`src/design/lfpc_pkg.sv`:
```
// ----------------------------------------------------------------------------
// lfpc_pkg
// Shared types, register indexes and duty tables of the line follower
// PWM controller.
// ----------------------------------------------------------------------------
package lfpc_pkg;

  localparam int unsigned SampleW  = 10;
  localparam int unsigned ProxW    = 16;
  localparam int unsigned PwmCntW  = 8;
  localparam int unsigned BlinkW   = 10;
  localparam int unsigned PosW     = 4;
  localparam int unsigned NumLine  = 5;
  localparam int unsigned CfgDataW = 16;

  localparam logic [SampleW-1:0] ThresholdReset = 10'd300;
  localparam logic [ProxW:0]     ProxMargin     = 17'd50;
  localparam logic [BlinkW-1:0]  BlinkLimit     = 10'd700;
  localparam logic [BlinkW-1:0]  BlinkMax       = 10'd1023;

  typedef enum logic [0:0] {
    CFG_LINE_THRESHOLD = 1'b0,
    CFG_PROX_BASELINE  = 1'b1
  } cfg_idx_e;

  typedef enum logic [1:0] {
    MODE_INITIAL = 2'd0,
    MODE_CENTRE  = 2'd1,
    MODE_RIGHT   = 2'd2,
    MODE_LEFT    = 2'd3
  } speed_mode_e;

  typedef struct packed {
    logic [SampleW-1:0] sensor_a;
    logic [SampleW-1:0] sensor_b;
    logic [SampleW-1:0] sensor_c;
    logic [SampleW-1:0] sensor_d;
    logic [SampleW-1:0] sensor_e;
    logic               tick;
    logic               prox_valid;
    logic [ProxW-1:0]   prox_value;
  } lfpc_in_t;

  typedef struct packed {
    logic                   left_drive;
    logic                   right_drive;
    logic                   front_light;
    logic                   brake_light;
    logic                   blink_light;
    logic signed [PosW-1:0] line_position;
  } lfpc_out_t;

  typedef struct packed {
    logic [PwmCntW-1:0] on1;
    logic [PwmCntW-1:0] off1;
    logic [PwmCntW-1:0] on2;
    logic [PwmCntW-1:0] off2;
  } duty_t;

  // on/off durations in ticks for both motors; braking overrides the mode
  function automatic duty_t lfpc_duty(speed_mode_e mode, logic brake);
    duty_t d;
    if (brake) begin
      d = '{on1: 8'd2, off1: 8'd80, on2: 8'd2, off2: 8'd80};
    end else begin
      case (mode)
        MODE_INITIAL: d = '{on1: 8'd100, off1: 8'd100, on2: 8'd100, off2: 8'd100};
        MODE_CENTRE:  d = '{on1: 8'd13,  off1: 8'd45,  on2: 8'd13,  off2: 8'd45};
        MODE_RIGHT:   d = '{on1: 8'd18,  off1: 8'd45,  on2: 8'd2,   off2: 8'd60};
        MODE_LEFT:    d = '{on1: 8'd2,   off1: 8'd60,  on2: 8'd18,  off2: 8'd45};
        default:      d = '{on1: 8'd100, off1: 8'd100, on2: 8'd100, off2: 8'd100};
      endcase
    end
    return d;
  endfunction

endpackage

```
`src/design/lfpc_in_if.sv`:
```
// ----------------------------------------------------------------------------
// lfpc_in_if
// Valid/ready channel carrying one control iteration.
// ----------------------------------------------------------------------------
interface lfpc_in_if;
  import lfpc_pkg::*;

  logic     valid;
  logic     ready;
  lfpc_in_t payload;

  modport source (output valid, output payload, input ready);
  modport sink (input valid, input payload, output ready);
endinterface

```
`src/design/lfpc_out_if.sv`:
```
// ----------------------------------------------------------------------------
// lfpc_out_if
// Valid/ready channel carrying pin levels and line position.
// ----------------------------------------------------------------------------
interface lfpc_out_if;
  import lfpc_pkg::*;

  logic      valid;
  logic      ready;
  lfpc_out_t payload;

  modport source (output valid, output payload, input ready);
  modport sink (input valid, input payload, output ready);
endinterface

```
`src/design/lfpc_pwm.sv`:
```
// ----------------------------------------------------------------------------
// lfpc_pwm
// One step of a tick-counted software PWM: pin level and count wrap.
// ----------------------------------------------------------------------------
module lfpc_pwm (
  input  logic [lfpc_pkg::PwmCntW-1:0] count_i,
  input  logic [lfpc_pkg::PwmCntW-1:0] on_i,
  input  logic [lfpc_pkg::PwmCntW-1:0] off_i,
  input  logic                         pin_i,
  output logic                         pin_o,
  output logic [lfpc_pkg::PwmCntW-1:0] count_o
);
  import lfpc_pkg::*;

  logic [PwmCntW-1:0] lim;

  // durations stay at or below 100 each, so the sum fits the count width
  assign lim = on_i + off_i;

  always_comb begin
    pin_o = pin_i;
    if (count_i <= on_i) begin
      pin_o = 1'b1;
    end
    // at count == on the low phase wins
    if (count_i >= on_i && count_i <= lim) begin
      pin_o = 1'b0;
    end
    count_o = (count_i >= lim) ? '0 : count_i;
  end
endmodule

```
`src/design/lfpc_step.sv`:
```
// ----------------------------------------------------------------------------
// lfpc_step
// Combinational control iteration: line bits, mode, PWMs, lights, blink.
// ----------------------------------------------------------------------------
module lfpc_step (
  input  lfpc_pkg::lfpc_in_t                 item_i,
  input  logic [lfpc_pkg::SampleW-1:0]       threshold_i,
  input  logic [lfpc_pkg::ProxW-1:0]         baseline_i,
  input  logic [lfpc_pkg::NumLine-1:0]       line_bits_i,
  input  logic signed [lfpc_pkg::PosW-1:0]   pos_i,
  input  lfpc_pkg::speed_mode_e              mode_i,
  input  logic [lfpc_pkg::PwmCntW-1:0]       cnt1_i,
  input  logic [lfpc_pkg::PwmCntW-1:0]       cnt2_i,
  input  logic [lfpc_pkg::BlinkW-1:0]        blink_cnt_i,
  input  logic                               obstacle_i,
  input  lfpc_pkg::lfpc_out_t                pins_i,
  output logic [lfpc_pkg::NumLine-1:0]       line_bits_o,
  output logic signed [lfpc_pkg::PosW-1:0]   pos_o,
  output lfpc_pkg::speed_mode_e              mode_o,
  output logic [lfpc_pkg::PwmCntW-1:0]       cnt1_o,
  output logic [lfpc_pkg::PwmCntW-1:0]       cnt2_o,
  output logic [lfpc_pkg::BlinkW-1:0]        blink_cnt_o,
  output logic                               obstacle_o,
  output lfpc_pkg::lfpc_out_t                pins_o
);
  import lfpc_pkg::*;

  logic [SampleW-1:0] samples [NumLine];
  logic [PwmCntW-1:0] c1, c2;
  logic [BlinkW-1:0]  bc;
  logic [ProxW:0]     prox_lim;
  logic [ProxW:0]     prox_ext;
  duty_t              duty;
  logic               pin_l, pin_r;

  assign samples[0] = item_i.sensor_a;
  assign samples[1] = item_i.sensor_b;
  assign samples[2] = item_i.sensor_c;
  assign samples[3] = item_i.sensor_d;
  assign samples[4] = item_i.sensor_e;

  // equal sample keeps its bit
  always_comb begin
    line_bits_o = line_bits_i;
    for (int i = 0; i < NumLine; i++) begin
      if (samples[i] > threshold_i) begin
        line_bits_o[i] = 1'b1;
      end else if (samples[i] < threshold_i) begin
        line_bits_o[i] = 1'b0;
      end
    end
  end

  always_comb begin
    mode_o = mode_i;
    pos_o  = pos_i;
    case (line_bits_o)
      5'b11111, 5'b00100, 5'b01110: begin mode_o = MODE_CENTRE; pos_o = 4'sd0; end
      5'b00001:           begin mode_o = MODE_RIGHT; pos_o = 4'sd4; end
      5'b00011:           begin mode_o = MODE_RIGHT; pos_o = 4'sd3; end
      5'b00010, 5'b00111: begin mode_o = MODE_RIGHT; pos_o = 4'sd2; end
      5'b00110, 5'b01111: begin mode_o = MODE_RIGHT; pos_o = 4'sd1; end
      5'b10000:           begin mode_o = MODE_LEFT;  pos_o = -4'sd4; end
      5'b11000:           begin mode_o = MODE_LEFT;  pos_o = -4'sd3; end
      5'b01000, 5'b11100: begin mode_o = MODE_LEFT;  pos_o = -4'sd2; end
      5'b01100, 5'b11110: begin mode_o = MODE_LEFT;  pos_o = -4'sd1; end
      5'b00000: begin
        // line lost at an edge: keep turning toward it
        if (pos_i == -4'sd4) begin
          mode_o = MODE_LEFT;
        end else if (pos_i == 4'sd4) begin
          mode_o = MODE_RIGHT;
        end
      end
      default: ;
    endcase
  end

  assign c1 = item_i.tick ? cnt1_i + 8'd1 : cnt1_i;
  assign c2 = item_i.tick ? cnt2_i + 8'd1 : cnt2_i;
  assign bc = (item_i.tick && blink_cnt_i != BlinkMax) ? blink_cnt_i + 10'd1 : blink_cnt_i;

  // braking uses the obstacle flag from before this item's reading
  assign duty = lfpc_duty(mode_o, obstacle_i);

  lfpc_pwm u_pwm_left (
    .count_i (c1),
    .on_i    (duty.on1),
    .off_i   (duty.off1),
    .pin_i   (pins_i.left_drive),
    .pin_o   (pin_l),
    .count_o (cnt1_o)
  );

  lfpc_pwm u_pwm_right (
    .count_i (c2),
    .on_i    (duty.on2),
    .off_i   (duty.off2),
    .pin_i   (pins_i.right_drive),
    .pin_o   (pin_r),
    .count_o (cnt2_o)
  );

  assign prox_lim = {1'b0, baseline_i} + ProxMargin;
  assign prox_ext = {1'b0, item_i.prox_value};

  always_comb begin
    pins_o               = pins_i;
    pins_o.left_drive    = pin_l;
    pins_o.right_drive   = pin_r;
    pins_o.line_position = pos_o;
    obstacle_o           = obstacle_i;
    blink_cnt_o          = bc;
    if (item_i.prox_valid) begin
      obstacle_o = 1'b0;
      if (prox_ext < prox_lim) begin
        pins_o.front_light = 1'b1;
        pins_o.brake_light = 1'b0;
      end
      if (prox_ext > prox_lim) begin
        pins_o.front_light = 1'b0;
        pins_o.brake_light = 1'b1;
        obstacle_o         = 1'b1;
      end
    end
    if (bc > BlinkLimit) begin
      pins_o.blink_light = ~pins_i.blink_light;
      blink_cnt_o        = '0;
    end
  end
endmodule

```
`src/design/line_follower_pwm_controller.sv`:
```
// ----------------------------------------------------------------------------
// line_follower_pwm_controller
// Line follower control iteration with software motor PWMs and lights.
// ----------------------------------------------------------------------------
//  channel   dir  handshake        contents
//  in_i      in   valid / ready    five line samples, tick, proximity reading
//  out_o     out  valid / ready    motor pins, light pins, line position
//  cfg_*     in   cfg_we_i only    line threshold, proximity baseline
//
//  one transaction per clock while out_o is not stalled; a result reaches
//  out_o through the input register, then the result register
//  controller state advances as the input register hands over to the result
//  register, from one layer of compares and small adders between them
//  rst_ni clears all state but s1_data_q; threshold resets to 300, baseline to 0
//  a stalled out_o holds its result while one more transaction waits in the
//  input register; in_i.ready drops only when both are full
// ----------------------------------------------------------------------------
module line_follower_pwm_controller (
  input  logic                            clk_i,
  input  logic                            rst_ni,
  lfpc_in_if.sink                         in_i,
  lfpc_out_if.source                      out_o,
  input  logic                            cfg_we_i,
  input  lfpc_pkg::cfg_idx_e              cfg_idx_i,
  input  logic [lfpc_pkg::CfgDataW-1:0]   cfg_data_i
);
  import lfpc_pkg::*;

  logic               s1_valid_q;
  lfpc_in_t           s1_data_q;
  logic               out_valid_q, out_valid_d;
  lfpc_out_t          pins_q, pins_d;
  logic               s1_adv;

  logic [SampleW-1:0] threshold_q;
  logic [ProxW-1:0]   baseline_q;

  logic [NumLine-1:0]     line_bits_q, line_bits_d;
  logic signed [PosW-1:0] pos_q, pos_d;
  speed_mode_e            mode_q, mode_d;
  logic [PwmCntW-1:0]     cnt1_q, cnt1_d, cnt2_q, cnt2_d;
  logic [BlinkW-1:0]      blink_cnt_q, blink_cnt_d;
  logic                   obstacle_q, obstacle_d;

  assign s1_adv      = s1_valid_q && (!out_valid_q || out_o.ready);
  assign in_i.ready  = !s1_valid_q || s1_adv;
  assign out_valid_d = s1_adv ? 1'b1 : (out_o.ready ? 1'b0 : out_valid_q);

  assign out_o.valid   = out_valid_q;
  assign out_o.payload = pins_q;

  lfpc_step u_step (
    .item_i      (s1_data_q),
    .threshold_i (threshold_q),
    .baseline_i  (baseline_q),
    .line_bits_i (line_bits_q),
    .pos_i       (pos_q),
    .mode_i      (mode_q),
    .cnt1_i      (cnt1_q),
    .cnt2_i      (cnt2_q),
    .blink_cnt_i (blink_cnt_q),
    .obstacle_i  (obstacle_q),
    .pins_i      (pins_q),
    .line_bits_o (line_bits_d),
    .pos_o       (pos_d),
    .mode_o      (mode_d),
    .cnt1_o      (cnt1_d),
    .cnt2_o      (cnt2_d),
    .blink_cnt_o (blink_cnt_d),
    .obstacle_o  (obstacle_d),
    .pins_o      (pins_d)
  );

  always_ff @(posedge clk_i or negedge rst_ni) begin
    if (!rst_ni) begin
      threshold_q <= ThresholdReset;
      baseline_q  <= '0;
    end else if (cfg_we_i) begin
      unique case (cfg_idx_i)
        CFG_LINE_THRESHOLD: threshold_q <= cfg_data_i[SampleW-1:0];
        CFG_PROX_BASELINE:  baseline_q  <= cfg_data_i[ProxW-1:0];
        default: ;
      endcase
    end
  end

  always_ff @(posedge clk_i) begin
    if (in_i.valid && in_i.ready) begin
      s1_data_q <= in_i.payload;
    end
  end

  always_ff @(posedge clk_i or negedge rst_ni) begin
    if (!rst_ni) begin
      s1_valid_q  <= 1'b0;
      out_valid_q <= 1'b0;
      pins_q      <= '0;
      line_bits_q <= '0;
      pos_q       <= '0;
      mode_q      <= MODE_INITIAL;
      cnt1_q      <= '0;
      cnt2_q      <= '0;
      blink_cnt_q <= '0;
      obstacle_q  <= 1'b0;
    end else begin
      if (in_i.ready) begin
        s1_valid_q <= in_i.valid;
      end
      out_valid_q <= out_valid_d;
      if (s1_adv) begin
        pins_q      <= pins_d;
        line_bits_q <= line_bits_d;
        pos_q       <= pos_d;
        mode_q      <= mode_d;
        cnt1_q      <= cnt1_d;
        cnt2_q      <= cnt2_d;
        blink_cnt_q <= blink_cnt_d;
        obstacle_q  <= obstacle_d;
      end
    end
  end

  a_lights_exclusive: assert property (@(posedge clk_i) disable iff (!rst_ni)
    !(pins_q.front_light && pins_q.brake_light))
    else $error("front and brake lights both on");

  a_obstacle_brake: assert property (@(posedge clk_i) disable iff (!rst_ni)
    obstacle_q |-> pins_q.brake_light)
    else $error("obstacle flagged without brake light");

  a_pwm_bound: assert property (@(posedge clk_i) disable iff (!rst_ni)
    cnt1_q <= 8'd200 && cnt2_q <= 8'd200)
    else $error("pwm count beyond period");

  a_blink_bound: assert property (@(posedge clk_i) disable iff (!rst_ni)
    blink_cnt_q <= BlinkLimit)
    else $error("blink count not restarted");

  a_pos_range: assert property (@(posedge clk_i) disable iff (!rst_ni)
    pos_q >= -4'sd4 && pos_q <= 4'sd4)
    else $error("line position out of range");

  a_state_hold: assert property (@(posedge clk_i) disable iff (!rst_ni)
    !s1_adv |=> $stable(cnt1_q) && $stable(blink_cnt_q) && $stable(pins_q))
    else $error("state changed without a transaction");
endmodule
```
`src/flat_wrapper.sv`:
```
// flat-port wrapper written by rule: the top's interface ports become plain ports
module line_follower_pwm_controller_flat import lfpc_pkg::*;
  (clk_i, rst_ni, cfg_we_i, cfg_idx_i, cfg_data_i, in_i_valid, in_i_payload, in_i_ready, out_o_valid, out_o_payload, out_o_ready);
  lfpc_in_if in_i_i ();
  lfpc_out_if out_o_i ();
  input  logic clk_i;
  input  logic rst_ni;
  input  logic cfg_we_i;
  input  lfpc_pkg::cfg_idx_e cfg_idx_i;
  input  logic [lfpc_pkg::CfgDataW-1:0] cfg_data_i;
  input wire logic [$bits(in_i_i.valid)-1:0] in_i_valid;
  input wire logic [$bits(in_i_i.payload)-1:0] in_i_payload;
  output wire logic [$bits(in_i_i.ready)-1:0] in_i_ready;
  output wire logic [$bits(out_o_i.valid)-1:0] out_o_valid;
  output wire logic [$bits(out_o_i.payload)-1:0] out_o_payload;
  input wire logic [$bits(out_o_i.ready)-1:0] out_o_ready;
  assign in_i_i.valid = in_i_valid;
  assign in_i_i.payload = in_i_payload;
  assign in_i_ready = in_i_i.ready;
  assign out_o_valid = out_o_i.valid;
  assign out_o_payload = out_o_i.payload;
  assign out_o_i.ready = out_o_ready;
  line_follower_pwm_controller u_core (.clk_i(clk_i), .rst_ni(rst_ni), .in_i(in_i_i), .out_o(out_o_i), .cfg_we_i(cfg_we_i), .cfg_idx_i(cfg_idx_i), .cfg_data_i(cfg_data_i));
endmodule
```
`config.mk`:
```
export PLATFORM = sky130hd
export DESIGN_NAME = line_follower_pwm_controller_flat
export DESIGN_NICKNAME = d
export VERILOG_FILES = /design/src/design/lfpc_pkg.sv /design/src/design/lfpc_in_if.sv /design/src/design/lfpc_out_if.sv /design/src/design/lfpc_pwm.sv /design/src/design/lfpc_step.sv /design/src/design/line_follower_pwm_controller.sv /design/src/flat_wrapper.sv
export SDC_FILE = /design/constraint.sdc
export NUM_CORES = 1
export LEC_CHECK = 0
export BUFFER_PORTS_ARGS = -buffer_cell sky130_fd_sc_hd__buf_2
export CAP_MARGIN = 20
export CORE_MARGIN = 10
export CORE_UTILIZATION = 55
export CTS_BUF_LIST = sky130_fd_sc_hd__clkbuf_4 sky130_fd_sc_hd__clkbuf_8
export DETAILED_ROUTE_END_ITERATION = 6
export PLACE_DENSITY = 0.76
export REMOVE_ABC_BUFFERS = 1
export SETUP_SLACK_MARGIN = 0.05
export SLEW_MARGIN = 15
export SYNTH_ARGS = -nofsm -noshare
export SYNTH_HDL_FRONTEND = slang
export SYNTH_SLANG_ARGS = --single-unit
```
`constraint.sdc`:
```
create_clock -name clk_i -period 14.85 [get_ports clk_i]
set_clock_uncertainty 0.1 [all_clocks]
set_input_delay 2.97 -clock clk_i [delete_from_list [all_inputs] [get_ports clk_i]]
set_output_delay 2.97 -clock clk_i [all_outputs]
set_load 0.01 [all_outputs]
```
==> impl_metrics.env <==
export IMPL_fmax_mhz=154.7
export IMPL_rsz0062_at_grt="false"
export IMPL_initial_core_util_pct=56.58
export IMPL_peakVddDrop_v=0.00007417
export IMPL_slew_headroom_pct=37.23
export IMPL_leakage_uw=0.004312
export IMPL_yosysWarnings=0
export IMPL_cts_hold_buf=0
export IMPL_arrival_ns=3.39
export IMPL_die_area_sq_um=21170
export IMPL_final_common_cell="ha_1"
export IMPL_coreArea_sq_um=15310
export IMPL_syn_to_final_growth_pct=12.62
export IMPL_ant_nets=0
export IMPL_hold_path_class="reg -> reg"
export IMPL_antenna_found_initial=0
export IMPL_die_y_um=145.5
export IMPL_grt_pass1_wl_mm=31.41
export IMPL_die_w_um=145.5
export IMPL_drt_iter0_markers=301
export IMPL_final_setup_tns_ns=0
export IMPL_cpPeakStageDelay_ns=0.17
export IMPL_cap_violations=0
export IMPL_clock_latency_ns=0.45
export IMPL_final_core_util_pct=63.72
export IMPL_period_needed_ns=6.462
export IMPL_drc=0
export IMPL_clockBufferDepth=2
export IMPL_status="completed"
export IMPL_routedWlPerCell_um=16.61
export IMPL_cp_start_kind="input pin"
export IMPL_synth_area_top_cells="edfxtp_1, dfrtp_1, ha_1"
export IMPL_grt_max_degree=72
export IMPL_synth_edf_count=68
export IMPL_final_setup_viol_count=0
export IMPL_clk_pin_slew_ns=0.08
export IMPL_post_route_cells_drive_above_1_share_pct=21.84
export IMPL_syn_avg_cell_area_sq_um=10.86
export IMPL_drt_first_pass_iters=4
export IMPL_place_congestion=0.8803
export IMPL_async_flop_share_pct=51.08
export IMPL_overflow=0
export IMPL_powerDensity_nw_per_um2=142.4
export IMPL_synth_top_cell_by_area="edfxtp_1"
export IMPL_vias_per_cell=5.709
export IMPL_ff_latch_area_sq_um=3824
export IMPL_worst_pin_slew_ns=0.9416
export IMPL_synth_top_area_share_pct=23.57
export IMPL_antenna_cells=0
export IMPL_layout_common_cells="ha_1, buf_2, edfxtp_1"
export IMPL_required_ns=11.78
export IMPL_hold_violations=0
export IMPL_wl_mm=18.63
export IMPL_fin_nets=1097
export IMPL_ys_flop_type="edfxtp_1"
export IMPL_root_buffer="clkbuf_8"
export IMPL_cts_sinks=139
export IMPL_cts_htree_levels=4
export IMPL_syn_area_sq_um=8665
export IMPL_grt_total_usage_pct=17.85
export IMPL_cts_resized=0
export IMPL_syn_inst=798
export IMPL_cts_buffers=17
export IMPL_critPathKind="in -> out"
export IMPL_rows=45
export IMPL_crit_top_cell="buf_2"
export IMPL_ys_types=78
export IMPL_post_cts_buffers=0
export IMPL_portBuffers=100
export IMPL_ioPinCount=101
export IMPL_slew_violations=0
export IMPL_critPathSlowestCell="nand3b_1"
export IMPL_cts_tree="built"
export IMPL_fin_crit_sh_pct=43.52
export IMPL_synth_seq_area_share_pct=44.13
export IMPL_multi_input_area_sq_um=4582
export IMPL_path_cells="buf_2 -> nand3b_1 -> buf_2"
export IMPL_ys_seq_elements=139
export IMPL_nFillCells=1254
export IMPL_end_kind="output port"
export IMPL_grt_pass1_vias=6493
export IMPL_vias=6406
export IMPL_path_max_fanout=3
export IMPL_dp_hpwl_mm=14.04
-- sequential cells by signal (all words and copies together), names as in the netlist --
signal and flops:
u_core.baseline_q 16, u_core.blink_cnt_q 10, u_core.cnt1_q 8, u_core.cnt2_q 8, u_core.line_bits_q 5, u_core.mode_q 2, u_core.obstacle_q 1, u_core.out_o.payload 9
u_core.out_o.valid 1, u_core.s1_data_q 68, u_core.s1_valid_q 1, u_core.threshold_q 10
-- synth_stat cells, drive strengths merged, types with 8 or more instances --
master  count
ha        109
edfxtp     68
dfrtp      67
nand2      64
o21ai      50
nor2       40
inv        38
a21oi      37
nand4      27
mux2       24
a21o       22
nand3      22
xnor2      18
nand2b     17
xor2       15
clkbuf     14
nor3       14
a211oi     13
nor2b      12
nor4       11
or2        10
a32o        9
buf         9
o21a        8
-- layer usage --
layer | GRT usage [%] | routed length (um)
met5 | 0 | 0
met3 | 4.533 | 803
met2 | 28.06 | 8751
met4 | 7.128 | 452
met1 | 23.05 | 8627
-- power by group --
| group | internal, uW | switching, uW | total (uW) | leakage [uW] |
|---|---|---|---|---|
| clock network | 171 | 151 | 322 | 0.000210 |
| registers | 461 | 53.5 | 515 | 0.00153 |
| logic | 255 | 298 | 553 | 0.00257 |
-- critical path: cells and delay by family --
| family | cells | cell delay, ns |
|---|---|---|
| AND/OR/NAND/NOR | 1 | 0.17 |
| buffers and inverters | 2 | 0.26 |
-- metrics by stage --
step	total power (uW)	hold slack, ns	cell area [sq um]	setup slack [ns]	instances
detailed placement	1071	0.3567	9345	8.382	1090
floorplan	930.2	0.3412	8547	8.601	775
global route	1508	0.3881	9758	8.212	1122
finish	1390	0.3726	9758	8.388	1122
CTS	1400	0.3719	9758	8.379	1122
global placement	1052	0.3554	9345	8.394	1090
-- layout make-up --
cell class	instances	share of cell area, %
flip-flops and latches	139	39.18
clock buffers	19	2.552
inverters	38	1.462
well taps	211	2.705
clock inverters	13	1.680
multi-input cells	598	46.95
repair buffers	104	5.462
-- cells by family after synthesis --
kind of cell	synth area share, %
multiplexers	3.249
AO/OA/AOI/OAI	15.41
XOR/XNOR	3.336
flip-flops	44.13
adder cells (fa/ha/maj)	15.74
buffers and inverters	3.003
AND/OR/NAND/NOR	15.13
-- final timing paths --
check,from,endpoint,slack (ns),cells past startpoint
max,out_o_ready,in_i_ready,8.39,3
min,u_core.out_o.payload[4],u_core.out_o.payload[4],0.37,1
min reg2reg,u_core.out_o.payload[4],u_core.out_o.payload[4],0.37,1
max in group asynchronous,rst_ni,u_core.s1_valid_q,11.47,1
min in group asynchronous,rst_ni,u_core.baseline_q[15],2.54,1
max reg2reg,u_core.threshold_q[5],u_core.cnt2_q[5],8.71,25
Note: power is estimated with default switching activity, not from simulation.
